File: config.mk
export PLATFORM = sky130hd
export DESIGN_NAME = md5_message_digest
export DESIGN_NICKNAME = d
export VERILOG_FILES = /design/src/md5_pkg.sv /design/src/md5_front.sv /design/src/md5_blkq.sv /design/src/md5_core.sv /design/src/md5_message_digest.sv
export SDC_FILE = /design/constraint.sdc
export NUM_CORES = 2
export LEC_CHECK = 0
export ABC_CLOCK_PERIOD_IN_PS = 55900
export BUFFER_PORTS_ARGS = -buffer_cell sky130_fd_sc_hd__buf_2
export CAP_MARGIN = 20
export CORE_MARGIN = 2
export CORE_UTILIZATION = 30
export DETAILED_ROUTE_END_ITERATION = 12
export GPL_TIMING_DRIVEN = 1
export SYNTH_ARGS = -nofsm -noshare
export SYNTH_HDL_FRONTEND = slang
export SYNTH_HIERARCHICAL = 1
export SYNTH_SLANG_ARGS = --single-unit
File: constraint.sdc
create_clock -name clk -period 55.9 [get_ports clk]
set_input_delay 11.18 -clock clk [delete_from_list [all_inputs] [get_ports clk]]
set_output_delay 11.18 -clock clk [all_outputs]
set_load 0.03 [all_outputs]
File: src/md5_pkg.sv
// Shared types, constants and step functions for the MD5 digest block.
package md5_pkg;

	localparam int QDEPTH = 2;
	localparam int QPTR_W = $clog2(QDEPTH);

	localparam logic [31:0] IV_A = 32'h67452301;
	localparam logic [31:0] IV_B = 32'hefcdab89;
	localparam logic [31:0] IV_C = 32'h98badcfe;
	localparam logic [31:0] IV_D = 32'h10325476;

	localparam logic [7:0] PAD_BYTE  = 8'h80;
	localparam logic [5:0] LEN_START = 6'd56;
	localparam logic [5:0] LAST_SLOT = 6'h3F;
	localparam logic [5:0] LAST_STEP = 6'h3F;
	localparam logic [2:0] LAST_LEN_BYTE = 3'd7;
	localparam logic [63:0] BYTE_BITS = 64'd8;

	typedef logic [15:0][31:0] md5_words_t;

	typedef struct packed {
		md5_words_t words;
		logic       last;
	} md5_blk_t;

	function automatic logic [31:0] step_const(input logic [5:0] i);
		logic [31:0] k;
		case (i)
			6'd0: k = 32'hd76aa478;  6'd1: k = 32'he8c7b756;
			6'd2: k = 32'h242070db;  6'd3: k = 32'hc1bdceee;
			6'd4: k = 32'hf57c0faf;  6'd5: k = 32'h4787c62a;
			6'd6: k = 32'ha8304613;  6'd7: k = 32'hfd469501;
			6'd8: k = 32'h698098d8;  6'd9: k = 32'h8b44f7af;
			6'd10: k = 32'hffff5bb1; 6'd11: k = 32'h895cd7be;
			6'd12: k = 32'h6b901122; 6'd13: k = 32'hfd987193;
			6'd14: k = 32'ha679438e; 6'd15: k = 32'h49b40821;
			6'd16: k = 32'hf61e2562; 6'd17: k = 32'hc040b340;
			6'd18: k = 32'h265e5a51; 6'd19: k = 32'he9b6c7aa;
			6'd20: k = 32'hd62f105d; 6'd21: k = 32'h02441453;
			6'd22: k = 32'hd8a1e681; 6'd23: k = 32'he7d3fbc8;
			6'd24: k = 32'h21e1cde6; 6'd25: k = 32'hc33707d6;
			6'd26: k = 32'hf4d50d87; 6'd27: k = 32'h455a14ed;
			6'd28: k = 32'ha9e3e905; 6'd29: k = 32'hfcefa3f8;
			6'd30: k = 32'h676f02d9; 6'd31: k = 32'h8d2a4c8a;
			6'd32: k = 32'hfffa3942; 6'd33: k = 32'h8771f681;
			6'd34: k = 32'h6d9d6122; 6'd35: k = 32'hfde5380c;
			6'd36: k = 32'ha4beea44; 6'd37: k = 32'h4bdecfa9;
			6'd38: k = 32'hf6bb4b60; 6'd39: k = 32'hbebfbc70;
			6'd40: k = 32'h289b7ec6; 6'd41: k = 32'heaa127fa;
			6'd42: k = 32'hd4ef3085; 6'd43: k = 32'h04881d05;
			6'd44: k = 32'hd9d4d039; 6'd45: k = 32'he6db99e5;
			6'd46: k = 32'h1fa27cf8; 6'd47: k = 32'hc4ac5665;
			6'd48: k = 32'hf4292244; 6'd49: k = 32'h432aff97;
			6'd50: k = 32'hab9423a7; 6'd51: k = 32'hfc93a039;
			6'd52: k = 32'h655b59c3; 6'd53: k = 32'h8f0ccc92;
			6'd54: k = 32'hffeff47d; 6'd55: k = 32'h85845dd1;
			6'd56: k = 32'h6fa87e4f; 6'd57: k = 32'hfe2ce6e0;
			6'd58: k = 32'ha3014314; 6'd59: k = 32'h4e0811a1;
			6'd60: k = 32'hf7537e82; 6'd61: k = 32'hbd3af235;
			6'd62: k = 32'h2ad7d2bb; 6'd63: k = 32'heb86d391;
			default: k = 32'h0;
		endcase
		return k;
	endfunction

	function automatic logic [4:0] step_shift(input logic [5:0] i);
		logic [4:0] s;
		case ({i[5:4], i[1:0]})
			4'd0: s = 5'd7;   4'd1: s = 5'd12;  4'd2: s = 5'd17;  4'd3: s = 5'd22;
			4'd4: s = 5'd5;   4'd5: s = 5'd9;   4'd6: s = 5'd14;  4'd7: s = 5'd20;
			4'd8: s = 5'd4;   4'd9: s = 5'd11;  4'd10: s = 5'd16; 4'd11: s = 5'd23;
			4'd12: s = 5'd6;  4'd13: s = 5'd10; 4'd14: s = 5'd15; 4'd15: s = 5'd21;
			default: s = 5'd0;
		endcase
		return s;
	endfunction

	// Message word used by each step; the multiplies wrap at four bits.
	function automatic logic [3:0] msg_index(input logic [5:0] i);
		logic [3:0] k;
		logic [3:0] g;
		k = i[3:0];
		case (i[5:4])
			2'd0: g = k;
			2'd1: g = (k << 2) + k + 4'd1;
			2'd2: g = (k << 1) + k + 4'd5;
			2'd3: g = (k << 3) - k;
			default: g = k;
		endcase
		return g;
	endfunction

	function automatic logic [31:0] rotl32(input logic [31:0] v, input logic [4:0] n);
		logic [63:0] d;
		d = {v, v} << n;
		return d[63:32];
	endfunction

	function automatic logic [31:0] byte_swap(input logic [31:0] v);
		return {v[7:0], v[15:8], v[23:16], v[31:24]};
	endfunction

endpackage

File: src/md5_front.sv
// Byte collector: assembles message bytes into blocks and inserts the padding.
module md5_front (
	input  logic              clk,
	input  logic              arst_n,
	input  logic              push,
	output logic              full,
	input  logic [7:0]        data_byte,
	input  logic              has_byte,
	input  logic              is_last,
	output logic              blk_push,
	output md5_pkg::md5_blk_t blk,
	input  logic              blk_full
);
	import md5_pkg::*;

	typedef enum logic [1:0] {F_IDLE, F_PAD, F_LEN} front_state_t;

	front_state_t state_q;
	logic [503:0] sh_q;
	logic [5:0]   fill_q;
	logic [63:0]  bitlen_q;
	logic [2:0]   len_idx_q;
	logic         pad_first_q;

	logic         room;
	logic         accept;
	logic         emit;
	logic [7:0]   emit_val;
	logic [511:0] flat;
	md5_words_t   words_c;

	// The 64th byte of a block can only go in when the queue has space for it.
	assign room   = !(fill_q == LAST_SLOT && blk_full);
	assign full   = (state_q != F_IDLE) || !room;
	assign accept = push && !full;

	always_comb begin
		emit     = 1'b0;
		emit_val = data_byte;
		case (state_q)
			F_IDLE: begin
				emit     = accept && has_byte;
				emit_val = data_byte;
			end
			F_PAD: begin
				emit     = room;
				emit_val = pad_first_q ? PAD_BYTE : 8'h00;
			end
			F_LEN: begin
				emit     = room;
				emit_val = bitlen_q[{len_idx_q, 3'd0} +: 8];
			end
			default: begin
				emit     = 1'b0;
				emit_val = data_byte;
			end
		endcase
	end

	// Byte 0 of the block sits at the top of the shift line; words are little-endian.
	assign flat = {sh_q, emit_val};

	always_comb begin
		for (int w = 0; w < 16; w++) begin
			for (int b = 0; b < 4; b++) begin
				words_c[w][8*b +: 8] = flat[511 - 8*(4*w + b) -: 8];
			end
		end
	end

	assign blk_push   = emit && (fill_q == LAST_SLOT);
	assign blk.words  = words_c;
	assign blk.last   = (state_q == F_LEN) && (len_idx_q == LAST_LEN_BYTE);

	always_ff @(posedge clk or negedge arst_n) begin
		if (!arst_n) begin
			state_q     <= F_IDLE;
			fill_q      <= '0;
			bitlen_q    <= '0;
			len_idx_q   <= '0;
			pad_first_q <= 1'b0;
		end else begin
			if (emit) begin
				fill_q <= fill_q + 6'd1;
			end
			case (state_q)
				F_IDLE: begin
					if (accept) begin
						if (has_byte) begin
							bitlen_q <= bitlen_q + BYTE_BITS;
						end
						if (is_last) begin
							state_q     <= F_PAD;
							pad_first_q <= 1'b1;
						end
					end
				end
				F_PAD: begin
					if (emit) begin
						pad_first_q <= 1'b0;
						if (fill_q == LEN_START - 6'd1) begin
							state_q   <= F_LEN;
							len_idx_q <= '0;
						end
					end
				end
				F_LEN: begin
					if (emit) begin
						len_idx_q <= len_idx_q + 3'd1;
						if (len_idx_q == LAST_LEN_BYTE) begin
							state_q  <= F_IDLE;
							bitlen_q <= '0;
						end
					end
				end
				default: state_q <= F_IDLE;
			endcase
		end
	end

	always_ff @(posedge clk) begin
		if (emit) begin
			sh_q <= {sh_q[495:0], emit_val};
		end
	end

endmodule

File: src/md5_blkq.sv
// Short block queue between the byte collector and the compression core.
module md5_blkq (
	input  logic              clk,
	input  logic              arst_n,
	input  logic              push,
	input  md5_pkg::md5_blk_t wr_blk,
	output logic              full,
	input  logic              pop,
	output md5_pkg::md5_blk_t rd_blk,
	output logic              empty
);
	import md5_pkg::*;

	md5_blk_t          mem_q [QDEPTH];
	logic [QPTR_W-1:0] wr_ptr_q;
	logic [QPTR_W-1:0] rd_ptr_q;
	logic [QPTR_W:0]   count_q;

	logic do_push;
	logic do_pop;

	assign full    = count_q == (QPTR_W+1)'(QDEPTH);
	assign empty   = count_q == '0;
	assign do_push = push && !full;
	assign do_pop  = pop && !empty;
	assign rd_blk  = mem_q[rd_ptr_q];

	always_ff @(posedge clk or negedge arst_n) begin
		if (!arst_n) begin
			wr_ptr_q <= '0;
			rd_ptr_q <= '0;
			count_q  <= '0;
		end else begin
			if (do_push) begin
				wr_ptr_q <= wr_ptr_q + 1'b1;
			end
			if (do_pop) begin
				rd_ptr_q <= rd_ptr_q + 1'b1;
			end
			case ({do_push, do_pop})
				2'b10:   count_q <= count_q + 1'b1;
				2'b01:   count_q <= count_q - 1'b1;
				default: count_q <= count_q;
			endcase
		end
	end

	always_ff @(posedge clk) begin
		if (do_push) begin
			mem_q[wr_ptr_q] <= wr_blk;
		end
	end

endmodule

File: src/md5_core.sv
// Compression core: one MD5 step per cycle, chaining words and the digest register.
module md5_core (
	input  logic              clk,
	input  logic              arst_n,
	input  md5_pkg::md5_blk_t blk,
	input  logic              blk_empty,
	output logic              blk_pop,
	input  logic              pop,
	output logic              empty,
	output logic [63:0]       digest_high,
	output logic [63:0]       digest_low
);
	import md5_pkg::*;

	typedef enum logic [1:0] {C_IDLE, C_ROUND, C_FIN} core_state_t;

	core_state_t state_q;
	logic [5:0]  rnd_q;
	logic [31:0] ch_a_q, ch_b_q, ch_c_q, ch_d_q;
	logic [31:0] wa_q, wb_q, wc_q, wd_q;
	logic [31:0] kw_q;
	logic        out_valid_q;
	logic [63:0] dig_high_q;
	logic [63:0] dig_low_q;

	logic [5:0]  kw_idx;
	logic [31:0] kw_next;
	logic [31:0] f_c;
	logic [31:0] t_c;
	logic [31:0] nb_c;
	logic [31:0] sum_a, sum_b, sum_c, sum_d;
	logic        fin_go;

	// Constant plus message word is prepared one step ahead.
	assign kw_idx  = (state_q == C_IDLE) ? rnd_q : rnd_q + 6'd1;
	assign kw_next = step_const(kw_idx) + blk.words[msg_index(kw_idx)];

	always_comb begin
		case (rnd_q[5:4])
			2'd0:    f_c = wd_q ^ (wb_q & (wc_q ^ wd_q));
			2'd1:    f_c = wc_q ^ (wd_q & (wb_q ^ wc_q));
			2'd2:    f_c = wb_q ^ wc_q ^ wd_q;
			2'd3:    f_c = wc_q ^ (wb_q | ~wd_q);
			default: f_c = '0;
		endcase
	end

	assign t_c  = wa_q + f_c + kw_q;
	assign nb_c = wb_q + rotl32(t_c, step_shift(rnd_q));

	assign sum_a = ch_a_q + wa_q;
	assign sum_b = ch_b_q + wb_q;
	assign sum_c = ch_c_q + wc_q;
	assign sum_d = ch_d_q + wd_q;

	// A final block waits until the digest register is free or being read.
	assign fin_go  = !(blk.last && out_valid_q && !pop);
	assign blk_pop = (state_q == C_FIN) && fin_go;

	assign empty       = !out_valid_q;
	assign digest_high = dig_high_q;
	assign digest_low  = dig_low_q;

	always_ff @(posedge clk or negedge arst_n) begin
		if (!arst_n) begin
			state_q     <= C_IDLE;
			rnd_q       <= '0;
			ch_a_q      <= IV_A;
			ch_b_q      <= IV_B;
			ch_c_q      <= IV_C;
			ch_d_q      <= IV_D;
			out_valid_q <= 1'b0;
		end else begin
			// A new digest may replace the one being read in the same cycle.
			if (state_q == C_FIN && fin_go && blk.last) begin
				out_valid_q <= 1'b1;
			end else if (pop && out_valid_q) begin
				out_valid_q <= 1'b0;
			end
			case (state_q)
				C_IDLE: begin
					if (!blk_empty) begin
						state_q <= C_ROUND;
						rnd_q   <= '0;
					end
				end
				C_ROUND: begin
					rnd_q <= rnd_q + 6'd1;
					if (rnd_q == LAST_STEP) begin
						state_q <= C_FIN;
					end
				end
				C_FIN: begin
					if (fin_go) begin
						state_q <= C_IDLE;
						if (blk.last) begin
							ch_a_q      <= IV_A;
							ch_b_q      <= IV_B;
							ch_c_q      <= IV_C;
							ch_d_q      <= IV_D;
						end else begin
							ch_a_q <= sum_a;
							ch_b_q <= sum_b;
							ch_c_q <= sum_c;
							ch_d_q <= sum_d;
						end
					end
				end
				default: state_q <= C_IDLE;
			endcase
		end
	end

	always_ff @(posedge clk) begin
		kw_q <= kw_next;
		if (state_q == C_IDLE) begin
			wa_q <= ch_a_q;
			wb_q <= ch_b_q;
			wc_q <= ch_c_q;
			wd_q <= ch_d_q;
		end else if (state_q == C_ROUND) begin
			wa_q <= wd_q;
			wd_q <= wc_q;
			wc_q <= wb_q;
			wb_q <= nb_c;
		end
		if (state_q == C_FIN && fin_go && blk.last) begin
			dig_high_q <= {byte_swap(sum_a), byte_swap(sum_b)};
			dig_low_q  <= {byte_swap(sum_c), byte_swap(sum_d)};
		end
	end

`ifndef SYNTH
	a_pop_has_block: assert property (@(posedge clk) disable iff (!arst_n)
		blk_pop |-> !blk_empty)
		else $error("core released a block the queue does not hold");

	a_round_ends: assert property (@(posedge clk) disable iff (!arst_n)
		(state_q == C_ROUND && rnd_q == LAST_STEP) |=> state_q == C_FIN)
		else $error("last step did not lead to the final add");

	a_idle_counter: assert property (@(posedge clk) disable iff (!arst_n)
		(state_q == C_IDLE) |-> rnd_q == '0 || $past(state_q == C_FIN))
		else $error("step counter not cleared while idle");

	a_digest_source: assert property (@(posedge clk) disable iff (!arst_n)
		$rose(out_valid_q) |-> $past(state_q == C_FIN && blk.last))
		else $error("digest shown without a finished final block");
`endif

endmodule

File: src/md5_message_digest.sv
// Top level of the MD5 digest block: byte collector, block queue and compression core.
// Message bytes enter one per cycle while the collector has room; every 64th byte hands
// a whole block to a two-entry queue, and the core loads each block while idle, runs the
// 64 steps at one per cycle and then does one chaining add, so a long message streams at
// a rate set by the single step unit. The closing request holds full high while the
// collector writes the padding and the 8 length bytes one per cycle while the queue has
// room; the digest appears on the result ports once the core finishes the final block,
// and the next message may be pushed as soon as the length bytes are written. No clearing
// pass follows reset.
module md5_message_digest (
	input  logic        clk,
	input  logic        arst_n,
	input  logic        push,
	output logic        full,
	input  logic [7:0]  data_byte,
	input  logic        has_byte,
	input  logic        is_last,
	input  logic        pop,
	output logic        empty,
	output logic [63:0] digest_high,
	output logic [63:0] digest_low
);
	import md5_pkg::*;

	md5_blk_t wr_blk;
	md5_blk_t rd_blk;
	logic     q_push;
	logic     q_full;
	logic     q_pop;
	logic     q_empty;

	md5_front u_front (
		.clk       (clk),
		.arst_n    (arst_n),
		.push      (push),
		.full      (full),
		.data_byte (data_byte),
		.has_byte  (has_byte),
		.is_last   (is_last),
		.blk_push  (q_push),
		.blk       (wr_blk),
		.blk_full  (q_full)
	);

	md5_blkq u_blkq (
		.clk    (clk),
		.arst_n (arst_n),
		.push   (q_push),
		.wr_blk (wr_blk),
		.full   (q_full),
		.pop    (q_pop),
		.rd_blk (rd_blk),
		.empty  (q_empty)
	);

	md5_core u_core (
		.clk         (clk),
		.arst_n      (arst_n),
		.blk         (rd_blk),
		.blk_empty   (q_empty),
		.blk_pop     (q_pop),
		.pop         (pop),
		.empty       (empty),
		.digest_high (digest_high),
		.digest_low  (digest_low)
	);

endmodule
== Yosys cells after proc, flatten, opt, wreduce, memory -nomap -nowiden ==
Memories as Yosys holds them, arrays and structs flattened.
Cells that the tools add are included.

* Memories: 3
* Bits in writable memories: 1026
* Bits of input ports: 14
* Flip-flop bits (word level): 1009
* Memory bits (read-only): 2128
* Output and inout port bits: 130
* Logic and storage cells: 179

{| class="wikitable"
|+ Memories
! name !! words !! width !! rd ports !! clocked after memory_dff !! write ports !! RTL line !! source
|-
| (no name shown) || 64 || 32 || 1 || 0 || 0 || md5_pkg.sv:28 || <nowiki>case (i)</nowiki>
|-
| u_blkq.mem_q || 2 || 513 || 1 || 0 || 1 || md5_blkq.sv:14 || <nowiki>md5_blk_t mem_q [QDEPTH];</nowiki>
|-
| (no name shown) || 16 || 5 || 1 || 0 || 0 || md5_pkg.sv:68 || <nowiki>case ({i[5:4], i[1:0]})</nowiki>
|}

* Reduce and logical (&&, ||, !) cells: 40
* Shift operators: 2
* Multiplexer cells: 51
* $lt $le $gt $ge: 1
* Add/sub/neg operators: 21
* Equal/unequal tests: 27
* Bitwise operators: 11

{| class="wikitable"
|+ Operator list
! kind !! number
|-
| 32-bit two-way mux || 13
|-
| 32-bit adder || 8
|-
| 64-bit two-way mux || 4
|-
| 32-bit XOR || 6
|-
| 32-bit binary-select mux with 4-bit select || 1
|-
| 32-bit case mux with 4 select lines || 1
|-
| 64-bit case mux with 2 select lines || 1
|-
| 64-bit by 4-bit adder with 64-bit output, second input constant || 1
|-
| 32-bit AND || 2
|-
| 64-bit by 7-bit variable part select with 8-bit output || 1
|-
| 64-bit by 5-bit left shift with 64-bit output || 1
|-
| 32-bit inverter || 1
|-
| 32-bit bitwise OR || 1
|-
| 6-bit equality test, second input constant || 3
|-
| 2-bit two-way mux || 9
|-
| 2-bit equality test, second input constant || 8
|-
| 4-bit case mux with 4 select lines || 1
|-
| 8-bit case mux with 2 select lines || 1
|-
| 2-bit nonzero test || 7
|-
| 6-bit by 1-bit adder with 6-bit output, second input constant || 2
|-
| 1-bit logical AND || 12
|-
| 6-bit two-way mux || 2
|-
| 2-bit case mux with 3 select lines || 2
|-
| 6-bit case mux with 2 select lines || 1
|-
| other kinds (29) || 64
|}

== Depth between registers and ports, before layout ==
* Depth in word-level cells: 11
* Depth in mapped cells: 36
* Depth with buffers taken out: 33

== Modules after synthesis ==
The synthesis kept the hierarchy.

{| class="wikitable"
|+ By module, submodules not included
! module !! seq. area each (um^2) !! instances !! cells each !! area an instance (um^2)
|-
| md5_blkq || 30909.6 || 1 || 1614 || 39230.1
|-
| md5_core || 11836.4 || 1 || 4614 || 38110.3
|-
| md5_front || 16961.3 || 1 || 1030 || 19879.1
|}

== Worst setup path before layout ==
Ideal clock, no wire load.

* Path type: in2reg
* From: input has_byte
* To: memory u_blkq/mem_q[0][0] in the netlist's numbering (enable)
* Library setup time: 1.403 ns
* Path buffers: 1
* Path slack: 6.994 ns
* Stages on the path: 6
* Arrival time: 47.503 ns
* Data required time: 54.497 ns
* Cell sequence: a31oi_1 > a211oi_1 > clkbuf_1 > nor3b_1 > nand2_1 > nor2_1

* Word-level cells in the longest chain between the ends: 6

{| class="wikitable"
|+ RTL lines
! item !! RTL line !! source
|-
| from (decl) || md5_message_digest.sv:16 || <nowiki>input logic has_byte,</nowiki>
|-
| 1-bit logical AND || md5_front.sv:42 || <nowiki>emit = accept && has_byte;</nowiki>
|-
| 1-bit case mux with 2 select lines || md5_front.sv:40 || <nowiki>case (state_q)</nowiki>
|-
| named net u_front.emit || md5_front.sv:27 || <nowiki>logic emit;</nowiki>
|-
| 1-bit logical AND || md5_front.sv:71 || <nowiki>assign blk_push = emit && (fill_q == LAST_SLOT);</nowiki>
|-
| named net q_push || md5_message_digest.sv:27 || <nowiki>logic q_push;</nowiki>
|-
| 1-bit logical AND || md5_blkq.sv:24 || <nowiki>assign do_push = push && !full;</nowiki>
|-
| 1-bit two-way mux || md5_blkq.sv:49 || <nowiki>if (do_push) begin</nowiki>
|-
| 1-bit two-way mux (implied by the code) || md5_blkq.sv:50 || <nowiki>mem_q[wr_ptr_q] <= wr_blk;</nowiki>
|-
| to (decl) || md5_blkq.sv:14 ||
|}

The timed path passes the listed nets, and every way through them passes these cells.

== Worst setup path in the final report ==
* From: input push
* To: memory u_blkq/mem_q[1][212] in the netlist's numbering (enable)

* Word-level cells in the longest chain between the ends: 7

{| class="wikitable"
|+ RTL lines
! item !! RTL line !! source
|-
| from (decl) || md5_message_digest.sv:13 || <nowiki>input logic push,</nowiki>
|-
| 1-bit logical AND || md5_front.sv:35 || <nowiki>assign accept = push && !full;</nowiki>
|-
| 1-bit logical AND || md5_front.sv:42 ||
|-
| 1-bit case mux with 2 select lines || md5_front.sv:40 ||
|-
| 1-bit logical AND || md5_front.sv:71 ||
|-
| named net q_push || md5_message_digest.sv:27 ||
|-
| 1-bit logical AND || md5_blkq.sv:24 ||
|-
| 1-bit two-way mux || md5_blkq.sv:49 ||
|-
| 1-bit two-way mux (implied by the code) || md5_blkq.sv:50 ||
|}

The timed path passes the listed nets, and every way through them passes these cells.

==> metrics.txt <==
share of post-route cells with drive strength above 1 17.3%; 1st-iter DRT viols ~5,700; Setup CP Type in2reg; core box area ~320,000 um^2; most common cell in the netlist edfxtp_1; # placed instances about 11,000; CTS Buf Count around 210; total negative slack 0 ps; largest net degree at the start of global routing roughly 170; Max Transition Viols Final 0; max incr delay on CP a little under 900 ps; Netlist cell types roughly 110; first-pass GRT wire length between 300 and 400 mm; fin crit share between 20 and 30%; total grt overflow 0; Reg-to-Reg Start u_core/state_q[1]; std cell rows around 210; Die Y about 570 um; Slowest-stage cell, CP buf_4; Worst Max-Slew Pin Slew between 1000 and 1500 ps; WHS Endpoint u_front/sh_q[205]; WL final about 250 mm; die area between 300,000 and 400,000 um^2; Mapped Nets 7,563; Final ANT Viol Nets 0; asr flop ratio synth a little over a tenth; CP max FO 69; R2R setup slack ~46,000 ps; all-layer global routing usage ~14%; Max Cap Viol 0; DP HPWL roughly 160 mm; Most common cell on crit path buf_4; clock root cell clkbuf_16; Slew headroom roughly 27%; min Tclk post-route 16,330 ps; CTS-repair resized insts 0; GP Congestion slightly above 0.9; antenna violations before repair 6; post-DR wirelength/cell 20.9 um; CTS tree built; Final setup viols 0; synth warn 6; FF+latch count, synth slightly above 2,000; endpoint type of the worst setup path register; die width around 570 um; worst path cell trace buf_2 > a31oi_1 > a211oi_4 > buf_4 > nor3b_1 > and3_4 > buf_4 > buf_4 > buf_4 > buf_4; post-CTS setup buffers 0; residual DRC count 0; drt via density between 5 and 6; Syn Area/Cell ~13 um^2; H-tree depth 4; Final Hold Slack 430 ps; Max Root-Sink Buffers 4; IO Pins about 140; Hold Path Depth 0; r2r worst-path depth 24; cts-stage hold buffer count 0; Fmax achieved approximately 0.061 GHz; dominant cell type by area after synthesis edfxtp_1; via count of the first global-routing pass roughly 60,000; worst hold-check path type reg2reg; leading post-synthesis cells by cell area edfxtp_1 (55%), mux2_4 (7.1%), dfrtp_1 (3.9%); final core utilization roughly 34%; Worst-Skew Late Latency around 900 ps; Hold Fails Final Rpt 0; CTS Sinks approximately 2,000; status complete, no violations; Initial Utilization between 30 and 40%; Post-synth EDFFs roughly 1,800; P&R area growth vs syn 12.7%; Synth Instances ~7,300; Total Nets Final between 7,000 and 8,000; fin cells ~12,000; Port Buffers between 100 and 150; ys flop type edfxtp_1; Synth top cells by count edfxtp_1 (1,786), nand2_1 (850), mux2_4 (460), a21oi_1 (395), nor2_1 (313); Clk pin slew, worst setup/hold paths 60 ps; hold path startpoint u_front/sh_q[197]; Worst R2R End u_core/kw_q[30]; Clock Skew about 110 ps; RSZ-0062 raised after global routing no; DRT Pass-1 Iters 8; Yosys top cell area share 55.2%; sequential-to-total area share from yosys stat 61.4%; Critical Path RT 56,390 ps; crit start category input pin; Worst Path Arrival 16,820 ps; via count a little over 60,000; synthesized area between 90,000 and 100,000 um^2
-- worst max path at each step --
stage / start / endpoint / slack (ps)
2_1_floorplan: has_byte / u_blkq/mem_q[0][0] / 6990
3_3_place_gp: push / u_blkq/mem_q[1][180] / 38600
3_5_place_dp: push / u_blkq/mem_q[1][172] / 38540
5_1_grt: push / u_blkq/mem_q[1][180] / 39160
6_report: push / u_blkq/mem_q[1][212] / 39570
4_1_cts: push / u_blkq/mem_q[1][212] / 39470
-- state kept, by name, summed over array words and instances, names as in the netlist, 3 cells and up --
name                flops
u_front/fill_q          6
u_core/kw_q            32
u_core/wd_q            32
u_core/ch_d_q          32
u_front/len_idx_q       3
u_front/bitlen_q       61
u_core/wa_q            32
u_blkq/mem_q         1026
u_front/sh_q          504
u_core/ch_b_q          32
u_core/ch_c_q          32
u_core/wb_q            32
u_core/rnd_q            6
u_core/digest_high     64
u_core/wc_q            32
u_core/digest_low      64
u_core/ch_a_q          32
-- metrics by stage --
step	instance area, um^2	setup slack [ps]
after floorplan	97200	6990
after global placement	103000	38600
after detailed placement	103000	38540
after CTS	110000	39470
after global routing	110000	39160
final	110000	39570
-- cells in the final DEF (no fill, tap or decap), types with 84 or more instances in the layout --
| cell type | instances |
|---|---|
| edfxtp_1 | 1786 |
| nand2_1 | 850 |
| mux2_4 | 460 |
| a21oi_1 | 395 |
| nor2_1 | 310 |
| o21ai_0 | 273 |
| ha_1 | 252 |
| a211oi_1 | 217 |
| clkbuf_16 | 212 |
| xnor2_1 | 174 |
| inv_1 | 163 |
| dfrtp_1 | 147 |
| buf_2 | 142 |
| and2_1 | 136 |
| a31oi_1 | 122 |
| buf_4 | 113 |
| nand3_1 | 108 |
| mux2i_1 | 97 |
| a21o_1 | 95 |
| a311oi_1 | 84 |
-- worst max-delay path: cells and delay by family --
family	cells	cell delay, ps
compound gates	2	370
simple gates	2	960
buf+inv	6	4080
-- cell type report --
class                      instances  area [um^2]
antenna                            3         7.51
clock buffer                     238         5440
clock inverter                   141         1550
fill                           31453       214000
inverter                         167          629
multi-input combinational       4683        35100
sequential                      2032        59700
tap                             4325         5410
timing repair buffer             262         1690
-- kinds of logic (layout without fill, tap and decap cells) --
group / after synthesis / after routing / share of synthesized area, %
adders and majority gates: 291 / 291 / 4.05
other: 0 / 3 / 0
DFF: 2032 / 2032 / 61.4
AOI/OAI and AO/OA: 1713 / 1713 / 11.8
and+or+nand+nor: 1772 / 1772 / 8.31
xor gates and xnor gates: 260 / 260 / 2.38
buffers and inverters: 543 / 808 / 2.70
muxes: 647 / 647 / 9.35
-- per-layer routing --
metal,global-route usage [%],wire [um]
met4,5.13,8790
met1,20.2,111000
met2,22.9,113000
met5,0,11
met3,2.09,14200
Power is left out: the tool's default activity adds up to more than one toggle a clock period on the data nets, which glitch-free logic cannot reach.
